$ cat src/rtl/pidc_pkg.sv
// ----------------------------------------------------------------------------
// pidc_pkg
// Shared types and constants of the two-mode PID controller: sequencer
// states, multiply operations, controller/datapath command and status.
// ----------------------------------------------------------------------------
package pidc_pkg;

	// slice of the second multiplier operand handled per cycle
	localparam int MUL_DIGIT = 16;

	// configuration register indexes
	localparam logic [2:0] REG_KP     = 3'd0;
	localparam logic [2:0] REG_KI     = 3'd1;
	localparam logic [2:0] REG_KD     = 3'd2;
	localparam logic [2:0] REG_DT     = 3'd3;
	localparam logic [2:0] REG_RDT    = 3'd4;
	localparam logic [2:0] REG_UPPER  = 3'd5;
	localparam logic [2:0] REG_LOWER  = 3'd6;
	localparam logic [2:0] REG_THRESH = 3'd7;

	typedef enum logic [3:0] {
		ST_IDLE,
		ST_PREP,
		ST_DIFF,
		ST_MSEL,
		ST_MUL,
		ST_WB,
		ST_SUM,
		ST_CLAMP,
		ST_OUT
	} state_t;

	typedef enum logic [2:0] {
		OP_P,     // Kp * error
		OP_INT,   // error * dt, into the integral
		OP_I,     // Ki * integral
		OP_RATE,  // error difference * 1/dt
		OP_D      // Kd * rate or Kd * velocity difference
	} op_t;

	typedef struct packed {
		logic load;
		logic prep;
		logic diff;
		logic mul_load;
		logic mul_step;
		logic wb;
		logic sum;
		logic clamp;
		logic out_load;
		op_t  op;
	} cmd_t;

	typedef struct packed {
		logic kind;
	} status_t;

endpackage

$ cat src/rtl/pidc_mul.sv
// ----------------------------------------------------------------------------
// pidc_mul
// Shared sequential multiplier: signed a times signed b, one 16-bit slice
// of b per cycle while step is high, most significant slice first. Exact full product.
// ----------------------------------------------------------------------------
module pidc_mul import pidc_pkg::*; #(
	parameter int DW  = 32,
	parameter int BW  = 48,
	parameter int NCH = 3
) (
	input  logic                              clk,
	input  logic                              arst_n,
	input  logic                              load,
	input  logic                              step,
	input  logic signed [DW-1:0]              a,
	input  logic signed [BW-1:0]              b,
	output logic signed [DW+NCH*MUL_DIGIT-1:0] prod
);

	localparam int NB  = NCH * MUL_DIGIT;
	localparam int AW  = DW + NB;
	localparam int PPW = DW + MUL_DIGIT + 1;

	logic signed [DW-1:0]    a_q;
	logic        [NB-1:0]    b_q;
	logic signed [AW-1:0]    acc_q;
	logic                    first_q;
	logic [MUL_DIGIT-1:0]    chunk;
	logic                    ext;
	logic signed [PPW-1:0]   pp;

	assign chunk = b_q[NB-1 -: MUL_DIGIT];
	assign ext   = first_q & chunk[MUL_DIGIT-1];
	assign pp    = a_q * $signed({ext, chunk});
	assign prod  = acc_q;

	always_ff @(posedge clk or negedge arst_n) begin
		if (!arst_n) begin
			first_q <= 1'b0;
		end else if (load) begin
			first_q <= 1'b1;
		end else if (step) begin
			first_q <= 1'b0;
		end
	end

	always_ff @(posedge clk) begin
		if (load) begin
			a_q   <= a;
			b_q   <= NB'(b);
			acc_q <= '0;
		end else if (step) begin
			acc_q <= (acc_q << MUL_DIGIT) + AW'(pp);
			b_q   <= b_q << MUL_DIGIT;
		end
	end

endmodule

$ cat src/rtl/pidc_dpath.sv
// ----------------------------------------------------------------------------
// pidc_dpath
// Datapath: configuration registers, loop state, error and difference
// terms, operand selection for the shared multiplier, saturation, sum
// and output clamp, output register.
// ----------------------------------------------------------------------------
module pidc_dpath import pidc_pkg::*; #(
	parameter int DATA_WIDTH = 32,
	parameter int FRAC_BITS  = 16,
	parameter int ACC_WIDTH  = 48,
	parameter int IN_TW      = 128,
	parameter int OUT_TW     = 32,
	parameter int BW         = 48,
	parameter int NCH        = 3
) (
	input  logic                  clk,
	input  logic                  arst_n,
	input  cmd_t                  cmd,
	output status_t               status,
	input  logic                  cfg_wen,
	input  logic [2:0]            cfg_index,
	input  logic [DATA_WIDTH-1:0] cfg_data,
	input  logic [IN_TW-1:0]      in_data,
	input  logic                  in_kind,
	output logic [OUT_TW-1:0]     out_data
);

	localparam int DW  = DATA_WIDTH;
	localparam int DW1 = DW + 1;
	localparam int AW  = DW + NCH * MUL_DIGIT;
	localparam int SW  = AW + 2;

	localparam logic signed [DW-1:0] DW_MAX = {1'b0, {(DW-1){1'b1}}};
	localparam logic signed [DW-1:0] DW_MIN = {1'b1, {(DW-1){1'b0}}};
	localparam logic signed [SW-1:0] ACC_MAX_X =
		{{(SW-ACC_WIDTH+1){1'b0}}, {(ACC_WIDTH-1){1'b1}}};
	localparam logic signed [SW-1:0] ACC_MIN_X =
		{{(SW-ACC_WIDTH+1){1'b1}}, {(ACC_WIDTH-1){1'b0}}};
	localparam logic [DW-2:0] ONE_Q  = (DW-1)'(1) << FRAC_BITS;
	localparam logic [DW-2:0] HALF_Q = (DW-1)'(1) << (FRAC_BITS-1);

	function automatic logic signed [DW-1:0] sat_dw(input logic signed [DW:0] v);
		if (v[DW] != v[DW-1]) return v[DW] ? DW_MIN : DW_MAX;
		return v[DW-1:0];
	endfunction

	function automatic logic signed [ACC_WIDTH-1:0] sat_acc(input logic signed [SW-1:0] v);
		if (v > ACC_MAX_X) return ACC_MAX_X[ACC_WIDTH-1:0];
		if (v < ACC_MIN_X) return ACC_MIN_X[ACC_WIDTH-1:0];
		return v[ACC_WIDTH-1:0];
	endfunction

	// configuration
	logic signed [DW-1:0] kp_q, ki_q, kd_q, upper_q, lower_q;
	logic        [DW-2:0] dt_q, rdt_q, thr_q;

	// request and loop state
	logic                        kind_q;
	logic signed [DW-1:0]        sp_q, meas_q, spv_q, mv_q;
	logic signed [DW-1:0]        err_q, vdiff_q, diff_q;
	logic                        jump_q;
	logic signed [DW-1:0]        last_err_q, last_sp_q;
	logic signed [ACC_WIDTH-1:0] isum_q, p_q, i_q, rate_q, d_q, sum_q;
	logic        [DW-1:0]        drive_q, out_q;

	logic signed [DW:0]    err_wide, vdiff_wide, jump_wide, diff_wide;
	logic        [DW:0]    jump_mag;
	logic signed [DW-1:0]  mul_a;
	logic signed [BW-1:0]  mul_b;
	logic signed [AW-1:0]  prod, shifted;
	logic signed [SW-1:0]  isum_wide, total_wide, sum_x, up_x, lo_x, clamp_x;

	pidc_mul #(
		.DW  (DW),
		.BW  (BW),
		.NCH (NCH)
	) u_mul (
		.clk    (clk),
		.arst_n (arst_n),
		.load   (cmd.mul_load),
		.step   (cmd.mul_step),
		.a      (mul_a),
		.b      (mul_b),
		.prod   (prod)
	);

	assign err_wide   = DW1'(sp_q) - DW1'(meas_q);
	assign vdiff_wide = DW1'(spv_q) - DW1'(mv_q);
	assign jump_wide  = DW1'(sp_q) - DW1'(last_sp_q);
	assign diff_wide  = DW1'(err_q) - DW1'(last_err_q);
	assign jump_mag   = jump_wide[DW] ? DW1'(-jump_wide) : DW1'(jump_wide);

	assign shifted    = prod >>> FRAC_BITS;
	assign isum_wide  = SW'(isum_q) + SW'(shifted);
	assign total_wide = SW'(p_q) + SW'(i_q) + SW'(d_q);

	assign sum_x   = SW'(sum_q);
	assign up_x    = SW'(upper_q);
	assign lo_x    = SW'(lower_q);
	assign clamp_x = (sum_x > up_x) ? up_x : ((sum_x < lo_x) ? lo_x : sum_x);

	always_comb begin
		case (cmd.op)
			OP_P: begin
				mul_a = kp_q;
				mul_b = BW'(err_q);
			end
			OP_INT: begin
				mul_a = err_q;
				mul_b = BW'(dt_q);
			end
			OP_I: begin
				mul_a = ki_q;
				mul_b = BW'(isum_q);
			end
			OP_RATE: begin
				mul_a = diff_q;
				mul_b = BW'(rdt_q);
			end
			OP_D: begin
				mul_a = kd_q;
				mul_b = kind_q ? BW'(vdiff_q) : BW'(rate_q);
			end
			default: begin
				mul_a = '0;
				mul_b = '0;
			end
		endcase
	end

	always_ff @(posedge clk or negedge arst_n) begin
		if (!arst_n) begin
			kp_q    <= '0;
			ki_q    <= '0;
			kd_q    <= '0;
			dt_q    <= ONE_Q;
			rdt_q   <= ONE_Q;
			upper_q <= DW_MAX;
			lower_q <= DW_MIN;
			thr_q   <= HALF_Q;
		end else if (cfg_wen) begin
			unique case (cfg_index)
				REG_KP:     kp_q    <= cfg_data;
				REG_KI:     ki_q    <= cfg_data;
				REG_KD:     kd_q    <= cfg_data;
				REG_DT:     dt_q    <= cfg_data[DW-2:0];
				REG_RDT:    rdt_q   <= cfg_data[DW-2:0];
				REG_UPPER:  upper_q <= cfg_data;
				REG_LOWER:  lower_q <= cfg_data;
				REG_THRESH: thr_q   <= cfg_data[DW-2:0];
				default: ;
			endcase
		end
	end

	// loop state
	always_ff @(posedge clk or negedge arst_n) begin
		if (!arst_n) begin
			last_err_q <= '0;
			last_sp_q  <= '0;
			isum_q     <= '0;
		end else begin
			if (cmd.diff && !kind_q && jump_q) begin
				isum_q <= '0;
			end else if (cmd.wb && cmd.op == OP_INT) begin
				isum_q <= sat_acc(isum_wide);
			end
			if (cmd.clamp) begin
				last_err_q <= err_q;
				if (!kind_q) begin
					last_sp_q <= sp_q;
				end
			end
		end
	end

	always_ff @(posedge clk) begin
		if (cmd.load) begin
			kind_q <= in_kind;
			sp_q   <= in_data[DW-1:0];
			meas_q <= in_data[2*DW-1:DW];
			spv_q  <= in_data[3*DW-1:2*DW];
			mv_q   <= in_data[4*DW-1:3*DW];
		end
		if (cmd.prep) begin
			err_q   <= sat_dw(err_wide);
			vdiff_q <= sat_dw(vdiff_wide);
			jump_q  <= jump_mag > DW1'(thr_q);
		end
		if (cmd.diff) begin
			diff_q <= sat_dw(diff_wide);
		end
		if (cmd.wb) begin
			case (cmd.op)
				OP_P:    p_q    <= sat_acc(SW'(shifted));
				OP_I:    i_q    <= sat_acc(SW'(shifted));
				OP_RATE: rate_q <= sat_acc(SW'(shifted));
				OP_D:    d_q    <= sat_acc(SW'(shifted));
				default: ;
			endcase
		end
		if (cmd.sum) begin
			sum_q <= sat_acc(total_wide);
		end
		if (cmd.clamp) begin
			drive_q <= clamp_x[DW-1:0];
		end
		if (cmd.out_load) begin
			out_q <= drive_q;
		end
	end

	assign status.kind = kind_q;
	assign out_data    = OUT_TW'(out_q);

endmodule

$ cat src/rtl/pidc_ctrl.sv
// ----------------------------------------------------------------------------
// pidc_ctrl
// Sequencer: accepts a request, steps the datapath through error terms and
// the chain of multiplies, and hands the result to the output register.
// ----------------------------------------------------------------------------
module pidc_ctrl import pidc_pkg::*; #(
	parameter int NCH = 3
) (
	input  logic    clk,
	input  logic    arst_n,
	input  logic    in_valid,
	output logic    in_ready,
	output logic    out_valid,
	input  logic    out_ready,
	input  status_t status,
	output cmd_t    cmd
);

	localparam int CNT_W = (NCH > 1) ? $clog2(NCH) : 1;
	localparam logic [CNT_W-1:0] CNT_LAST = CNT_W'(NCH - 1);

	state_t           state_q, state_next;
	op_t              op_q, op_next;
	logic [CNT_W-1:0] cnt_q;
	logic             out_valid_q;
	logic             slot_free;

	assign slot_free = !out_valid_q || out_ready;

	always_comb begin
		unique case (op_q)
			OP_P:    op_next = OP_INT;
			OP_INT:  op_next = OP_I;
			OP_I:    op_next = status.kind ? OP_D : OP_RATE;
			OP_RATE: op_next = OP_D;
			OP_D:    op_next = OP_P;
			default: op_next = OP_P;
		endcase
	end

	always_comb begin
		state_next = state_q;
		cmd        = '0;
		cmd.op     = op_q;
		in_ready   = 1'b0;
		unique case (state_q)
			ST_IDLE: begin
				in_ready = 1'b1;
				if (in_valid) begin
					cmd.load   = 1'b1;
					state_next = ST_PREP;
				end
			end
			ST_PREP: begin
				cmd.prep   = 1'b1;
				state_next = ST_DIFF;
			end
			ST_DIFF: begin
				cmd.diff   = 1'b1;
				state_next = ST_MSEL;
			end
			ST_MSEL: begin
				cmd.mul_load = 1'b1;
				state_next   = ST_MUL;
			end
			ST_MUL: begin
				cmd.mul_step = 1'b1;
				if (cnt_q == CNT_LAST) begin
					state_next = ST_WB;
				end
			end
			ST_WB: begin
				cmd.wb     = 1'b1;
				state_next = (op_q == OP_D) ? ST_SUM : ST_MSEL;
			end
			ST_SUM: begin
				cmd.sum    = 1'b1;
				state_next = ST_CLAMP;
			end
			ST_CLAMP: begin
				cmd.clamp  = 1'b1;
				state_next = ST_OUT;
			end
			ST_OUT: begin
				if (slot_free) begin
					cmd.out_load = 1'b1;
					state_next   = ST_IDLE;
				end
			end
			default: state_next = ST_IDLE;
		endcase
	end

	always_ff @(posedge clk or negedge arst_n) begin
		if (!arst_n) begin
			state_q     <= ST_IDLE;
			op_q        <= OP_P;
			cnt_q       <= '0;
			out_valid_q <= 1'b0;
		end else begin
			state_q <= state_next;
			if (cmd.load) begin
				op_q <= OP_P;
			end else if (cmd.wb) begin
				op_q <= op_next;
			end
			if (cmd.mul_load) begin
				cnt_q <= '0;
			end else if (cmd.mul_step) begin
				cnt_q <= cnt_q + 1'b1;
			end
			if (cmd.out_load) begin
				out_valid_q <= 1'b1;
			end else if (out_ready) begin
				out_valid_q <= 1'b0;
			end
		end
	end

	assign out_valid = out_valid_q;

endmodule

$ cat src/rtl/pid_controller_two_mode_unit.sv
// ----------------------------------------------------------------------------
// pid_controller_two_mode_unit
// Two-mode fixed-point PID controller with saturating integral and output
// clamp, stream request/result ports and a plain register write port.
// ----------------------------------------------------------------------------
// Each request is one control tick and yields exactly one drive result.
// A request runs 5 multiplies in error mode and 4 in velocity mode, one
// after another on the single shared multiplier, which takes one 16-bit
// slice of its second operand per cycle; NCH is the number of 16-bit
// slices of the wider of ACC_WIDTH and DATA_WIDTH. No new request is taken
// until the result is in the output register. A finished result sits in the
// output register, so the next request is accepted while it waits; the
// sequencer only stalls when a second result is ready before the first has
// been taken. The user must write registers with cfg_wen only while idle;
// the block itself does not enforce it.
module pid_controller_two_mode_unit import pidc_pkg::*; #(
	parameter int DATA_WIDTH = 32,
	parameter int FRAC_BITS  = 16,
	parameter int ACC_WIDTH  = 48,
	localparam int IN_TW  = ((4 * DATA_WIDTH + 7) / 8) * 8,
	localparam int OUT_TW = ((DATA_WIDTH + 7) / 8) * 8
) (
	input  logic                  clk,
	input  logic                  arst_n,
	input  logic                  s_axis_tvalid,
	output logic                  s_axis_tready,
	// setpoint, measured, setpoint_velocity, measured_velocity
	input  logic [IN_TW-1:0]      s_axis_tdata,
	// kind
	input  logic [0:0]            s_axis_tuser,
	output logic                  m_axis_tvalid,
	input  logic                  m_axis_tready,
	// drive
	output logic [OUT_TW-1:0]     m_axis_tdata,
	input  logic                  cfg_wen,
	input  logic [2:0]            cfg_index,
	input  logic [DATA_WIDTH-1:0] cfg_data
);

	localparam int BW  = (ACC_WIDTH > DATA_WIDTH) ? ACC_WIDTH : DATA_WIDTH;
	localparam int NCH = (BW + MUL_DIGIT - 1) / MUL_DIGIT;

	cmd_t    cmd;
	status_t status;

	pidc_ctrl #(
		.NCH (NCH)
	) u_ctrl (
		.clk       (clk),
		.arst_n    (arst_n),
		.in_valid  (s_axis_tvalid),
		.in_ready  (s_axis_tready),
		.out_valid (m_axis_tvalid),
		.out_ready (m_axis_tready),
		.status    (status),
		.cmd       (cmd)
	);

	pidc_dpath #(
		.DATA_WIDTH (DATA_WIDTH),
		.FRAC_BITS  (FRAC_BITS),
		.ACC_WIDTH  (ACC_WIDTH),
		.IN_TW      (IN_TW),
		.OUT_TW     (OUT_TW),
		.BW         (BW),
		.NCH        (NCH)
	) u_dpath (
		.clk       (clk),
		.arst_n    (arst_n),
		.cmd       (cmd),
		.status    (status),
		.cfg_wen   (cfg_wen),
		.cfg_index (cfg_index),
		.cfg_data  (cfg_data),
		.in_data   (s_axis_tdata),
		.in_kind   (s_axis_tuser[0]),
		.out_data  (m_axis_tdata)
	);

	a_accept_starts: assert property (@(posedge clk) disable iff (!arst_n)
		s_axis_tvalid && s_axis_tready |=> cmd.prep && !s_axis_tready)
		else $error("accepted request did not start processing");

	a_no_overwrite: assert property (@(posedge clk) disable iff (!arst_n)
		cmd.out_load |-> !m_axis_tvalid || m_axis_tready)
		else $error("output register loaded while a result is held");

	a_wb_after_mul: assert property (@(posedge clk) disable iff (!arst_n)
		cmd.wb |-> $past(cmd.mul_step))
		else $error("product written back without a multiply step");

	a_busy_while_mul: assert property (@(posedge clk) disable iff (!arst_n)
		cmd.mul_step |-> !s_axis_tready)
		else $error("ready raised during a multiply");

endmodule

$ cat config.mk
export PLATFORM = sky130hd
export DESIGN_NAME = pid_controller_two_mode_unit
export DESIGN_NICKNAME = d
export VERILOG_FILES = /design/src/rtl/pidc_pkg.sv /design/src/rtl/pidc_mul.sv /design/src/rtl/pidc_dpath.sv /design/src/rtl/pidc_ctrl.sv /design/src/rtl/pid_controller_two_mode_unit.sv
export SDC_FILE = /design/constraint.sdc
export NUM_CORES = 2
export LEC_CHECK = 0
export BUFFER_PORTS_ARGS = -buffer_cell sky130_fd_sc_hd__buf_2
export CORE_MARGIN = 1
export CORE_UTILIZATION = 60
export CTS_BUF_LIST = sky130_fd_sc_hd__clkbuf_4
export CTS_CLUSTER_SIZE = 10
export DETAILED_ROUTE_END_ITERATION = 8
export PLACE_DENSITY = 0.77
export SLEW_MARGIN = 20
export SYNTH_ARGS = -nofsm -noshare
export SYNTH_HDL_FRONTEND = slang
export SYNTH_SLANG_ARGS = --single-unit
$ cat constraint.sdc
create_clock -name clk -period 10.33 [get_ports clk]
set_input_delay 2.066 -clock clk [delete_from_list [all_inputs] [get_ports clk]]
set_output_delay 2.066 -clock clk [all_outputs]
set_load 0.02 [all_outputs]
==> key figures <==
Status
  • Status: finished clean

Run
  • # Max-Cap Violations: 0

Clocking
  • Cts repair resizes: 0
  • Setup bufs post-CTS: 0
  • Clk_lat worst skew: ~1300 ps
  • Clk root buf: clkbuf_4
  • Cts hold-fix bufs: 0
  • CTS Buf Count: just under 300
  • H-tree levels: 5
  • CTS sink cnt: between 1000 and 1500
  • Clock transition at path regs: ~70 ps
  • Bufs on Longest Clock Path: 4
  • CTS tree: done

Drt
  • Routed Antenna Nets: 0
  • WL per Instance: ~23 um
  • Via Count: around 65000
  • Post-route DRC: 0
  • DRT iter0 DRCs: just over 6000
  • Via/cell ratio: 6.05
  • TritonRoute pass-1 iters: 6
  • Post-Route WL: 249 mm

Synth
  • Primary FF master, synth: edfxtp_1
  • Netlist Area Pre-Place: ~86000 um2
  • Seq/Total Area, Yosys: 0.343
  • Synth warn: 0
  • Synth area leaders: edfxtp_1 (21%), fa_1 (18%), dfrtp_1 (10%), ha_1 (8.4%), inv_1 (5.1%)
  • Asr flop ratio synth: 0.353
  • FF+latch count, synth: approximately 1100
  • Syn nets: 9888
  • Syn_area_per_cell: about 10 um2
  • Netlist cell types: 102
  • Top cell type by total area after synthesis: edfxtp_1
  • Post-Synthesis Cells: approximately 8400
  • Synth top cells by count: inv_1 (1166), nand2_1 (828), fa_1 (778)
  • Post-synth EDFFs: 610
  • Cell with the most instances after synthesis: inv_1
  • Top cell type's share of synthesized area: 0.214

Final layout
  • Layout cells sized above 1: 0.136
  • Number of fill cells: 11100
  • Fin nets: around 10000
  • Multi-input gate area: between 50000 and 60000 um2
  • Layout area overhead: 7.63%
  • Register Area: approximately 30000 um2

Placement
  • Port bufs: 202
  • Routability cong.: roughly 1
  • DP HPWL: ~190 mm

Timing
  • Setup-failing EPs final: 0
  • RSZ-0062 raised after global routing: false
  • Max Clock Skew: 128 ps
  • Tmin final: roughly 9000 ps
  • Fin crit share: 0.878
  • Relative slew slack: 0.230
  • Slew Viols, Final: 0
  • Setup TNS: 0 ps
  • Final Hold Viols: 0
  • Measured slew at the worst slew-check pin: approximately 1100 ps
  • Achievable Freq: between 100 and 150 MHz

Worst setup path
  • CP Class: register to register
  • Worst path arrival time: approximately 10000 ps
  • Critical path required time: 11360 ps
  • CP Max Fanout: 19
  • Worst setup SP type: register
  • Type of destination of the critical path: register

Global routing
  • Initial antenna violation count: 25
  • Gr ovfl total: 0
  • GRT Total Usage: 0.348
  • Largest net degree at the start of global routing: between 100 and 150
  • First-pass GRT wire length: between 300 and 400 mm
  • Number of global-route vias before repair: 66100

Floorplan
  • Row count: about 140
  • Initial Utilization: 0.605
  • Io pins: a little over 200
  • Die W: about 380 um
  • DIE HEIGHT: 380 um
  • Area of the die: about 140000 um2
  • Core area: 141000 um2

Hold path
  • Hold Crit Class: register to register
-- cell families (layout without fill, tap and decap cells) --
group           after synthesis  in the layout  share of synthesized area
flops                      1066           1066                      0.343
compound gates             1801           1801                      0.131
mux                         418            418                     0.0555
fa+ha+maj                  1378           1378                      0.269
buf+inv                    1531           1972                     0.0675
xor+xnor                    304            304                     0.0311
other cells                   0              5                          0
simple gates               1868           1868                      0.103
-- state kept, by name (all words and copies together), names as in the netlist, 48 cells and up --
| name | count |
|---|---|
| u_dpath.u_mul.prod | 80 |
| u_dpath.d_q | 48 |
| u_dpath.i_q | 48 |
| u_dpath.isum_q | 48 |
| u_dpath.p_q | 48 |
| u_dpath.rate_q | 48 |
| u_dpath.sum_q | 48 |
| u_dpath.u_mul.b_q | 48 |
-- layout make-up --
| class | instances | share of cell area |
|---|---|---|
| well taps | 1890 | 0.0257 |
| diodes | 5 | 0.000136 |
| multi-input cells | 5769 | 0.549 |
| inverters | 1169 | 0.0477 |
| clock inverters | 84 | 0.00431 |
| clock buffers | 428 | 0.0349 |
| repair buffers | 291 | 0.0187 |
| flip-flops and latches | 1066 | 0.319 |
-- path summary, 6_finish.rpt --
check / endpoint / start / slack, ps / cells past startpoint
worst max-delay path: u_dpath.u_mul.prod[74] / u_dpath.u_mul.b_q[42] / 1260 / 25
worst min-delay path: u_dpath.out_data[12] / u_dpath.drive_q[12] / 350 / 0
worst max register to register: u_dpath.u_mul.prod[74] / u_dpath.u_mul.b_q[42] / 1260 / 25
worst min register to register: u_dpath.out_data[12] / u_dpath.drive_q[12] / 350 / 0
max in group asynchronous: u_ctrl.op_q[2] / arst_n / 7690 / 2
min in group asynchronous: u_dpath.lower_q[4] / arst_n / 880 / 1
-- placed cells by master (no fill, tap or decap), types with 35 or more instances in the layout --
| cell type | n |
|---|---|
| clkinv_1 | 57 |
| nand2b_1 | 62 |
| clkbuf_4 | 428 |
| dfstp_2 | 35 |
| o22ai_1 | 41 |
| and3_1 | 35 |
| mux2_2 | 321 |
| o21ai_0 | 456 |
| buf_4 | 86 |
| a21o_1 | 243 |
| nand2_1 | 827 |
| a211oi_1 | 47 |
| edfxtp_1 | 610 |
| dfrtp_1 | 338 |
| a31oi_1 | 35 |
| nor2_1 | 303 |
| xor2_1 | 114 |
| nor3_1 | 67 |
| xnor2_1 | 190 |
| o21bai_1 | 48 |
| fa_1 | 777 |
| nand4_1 | 89 |
| nor2b_1 | 73 |
| and2_1 | 209 |
| nand3_1 | 76 |
| mux2i_1 | 83 |
| a21oi_1 | 561 |
| ha_1 | 575 |
| buf_2 | 201 |
| o21a_1 | 49 |
| dfxtp_1 | 80 |
| a22oi_1 | 81 |
| inv_1 | 1163 |
-- worst max-delay path, cell delays in order, from the launching register on --
cell and delay (ps):
edfxtp_1 1080, buf_4 320, nand2_1 90, fa_1 530, fa_1 520, inv_1 50, ha_1 330, fa_1 530
fa_1 570, inv_1 60, fa_1 530, inv_1 40, ha_1 400, nand2_1 80, a21oi_1 110, o21ai_0 180
a2111oi_0 830, o2111ai_1 360, a2111oi_0 490, buf_4 200, o2111ai_1 200, a31oi_1 580, a21oi_1 130, a21o_1 230
a21o_1 170, a32o_1 240
-- per-layer routing --
metal | vias to the layer above | wire (um) | GRT usage
li1 | 29000 | - | -
met3 | 632 | 24500 | 0.0856
met1 | 32000 | 96800 | 0.452
met2 | 3046 | 114000 | 0.542
met5 | - | 119 | 0
met4 | 18 | 13800 | 0.184
-- stage by stage --
step / setup WS (ps) / instances / util / hold slack [ps] / area, um2
floorplan: 1670 / 8366 / - / 400 / 85500
detailed placement: 1360 / 10200 / 0.625 / 405 / 88400
CTS: 1350 / 10700 / 0.651 / 366 / 92000
global placement: 1490 / 10200 / 0.625 / 404 / 88400
finish: 1260 / 10700 / 0.651 / 353 / 92000
global route: 804 / 10700 / 0.651 / 359 / 92000
Power is not shown: default switching activity piles up to over one toggle a cycle in this logic, so the estimate is an artifact.
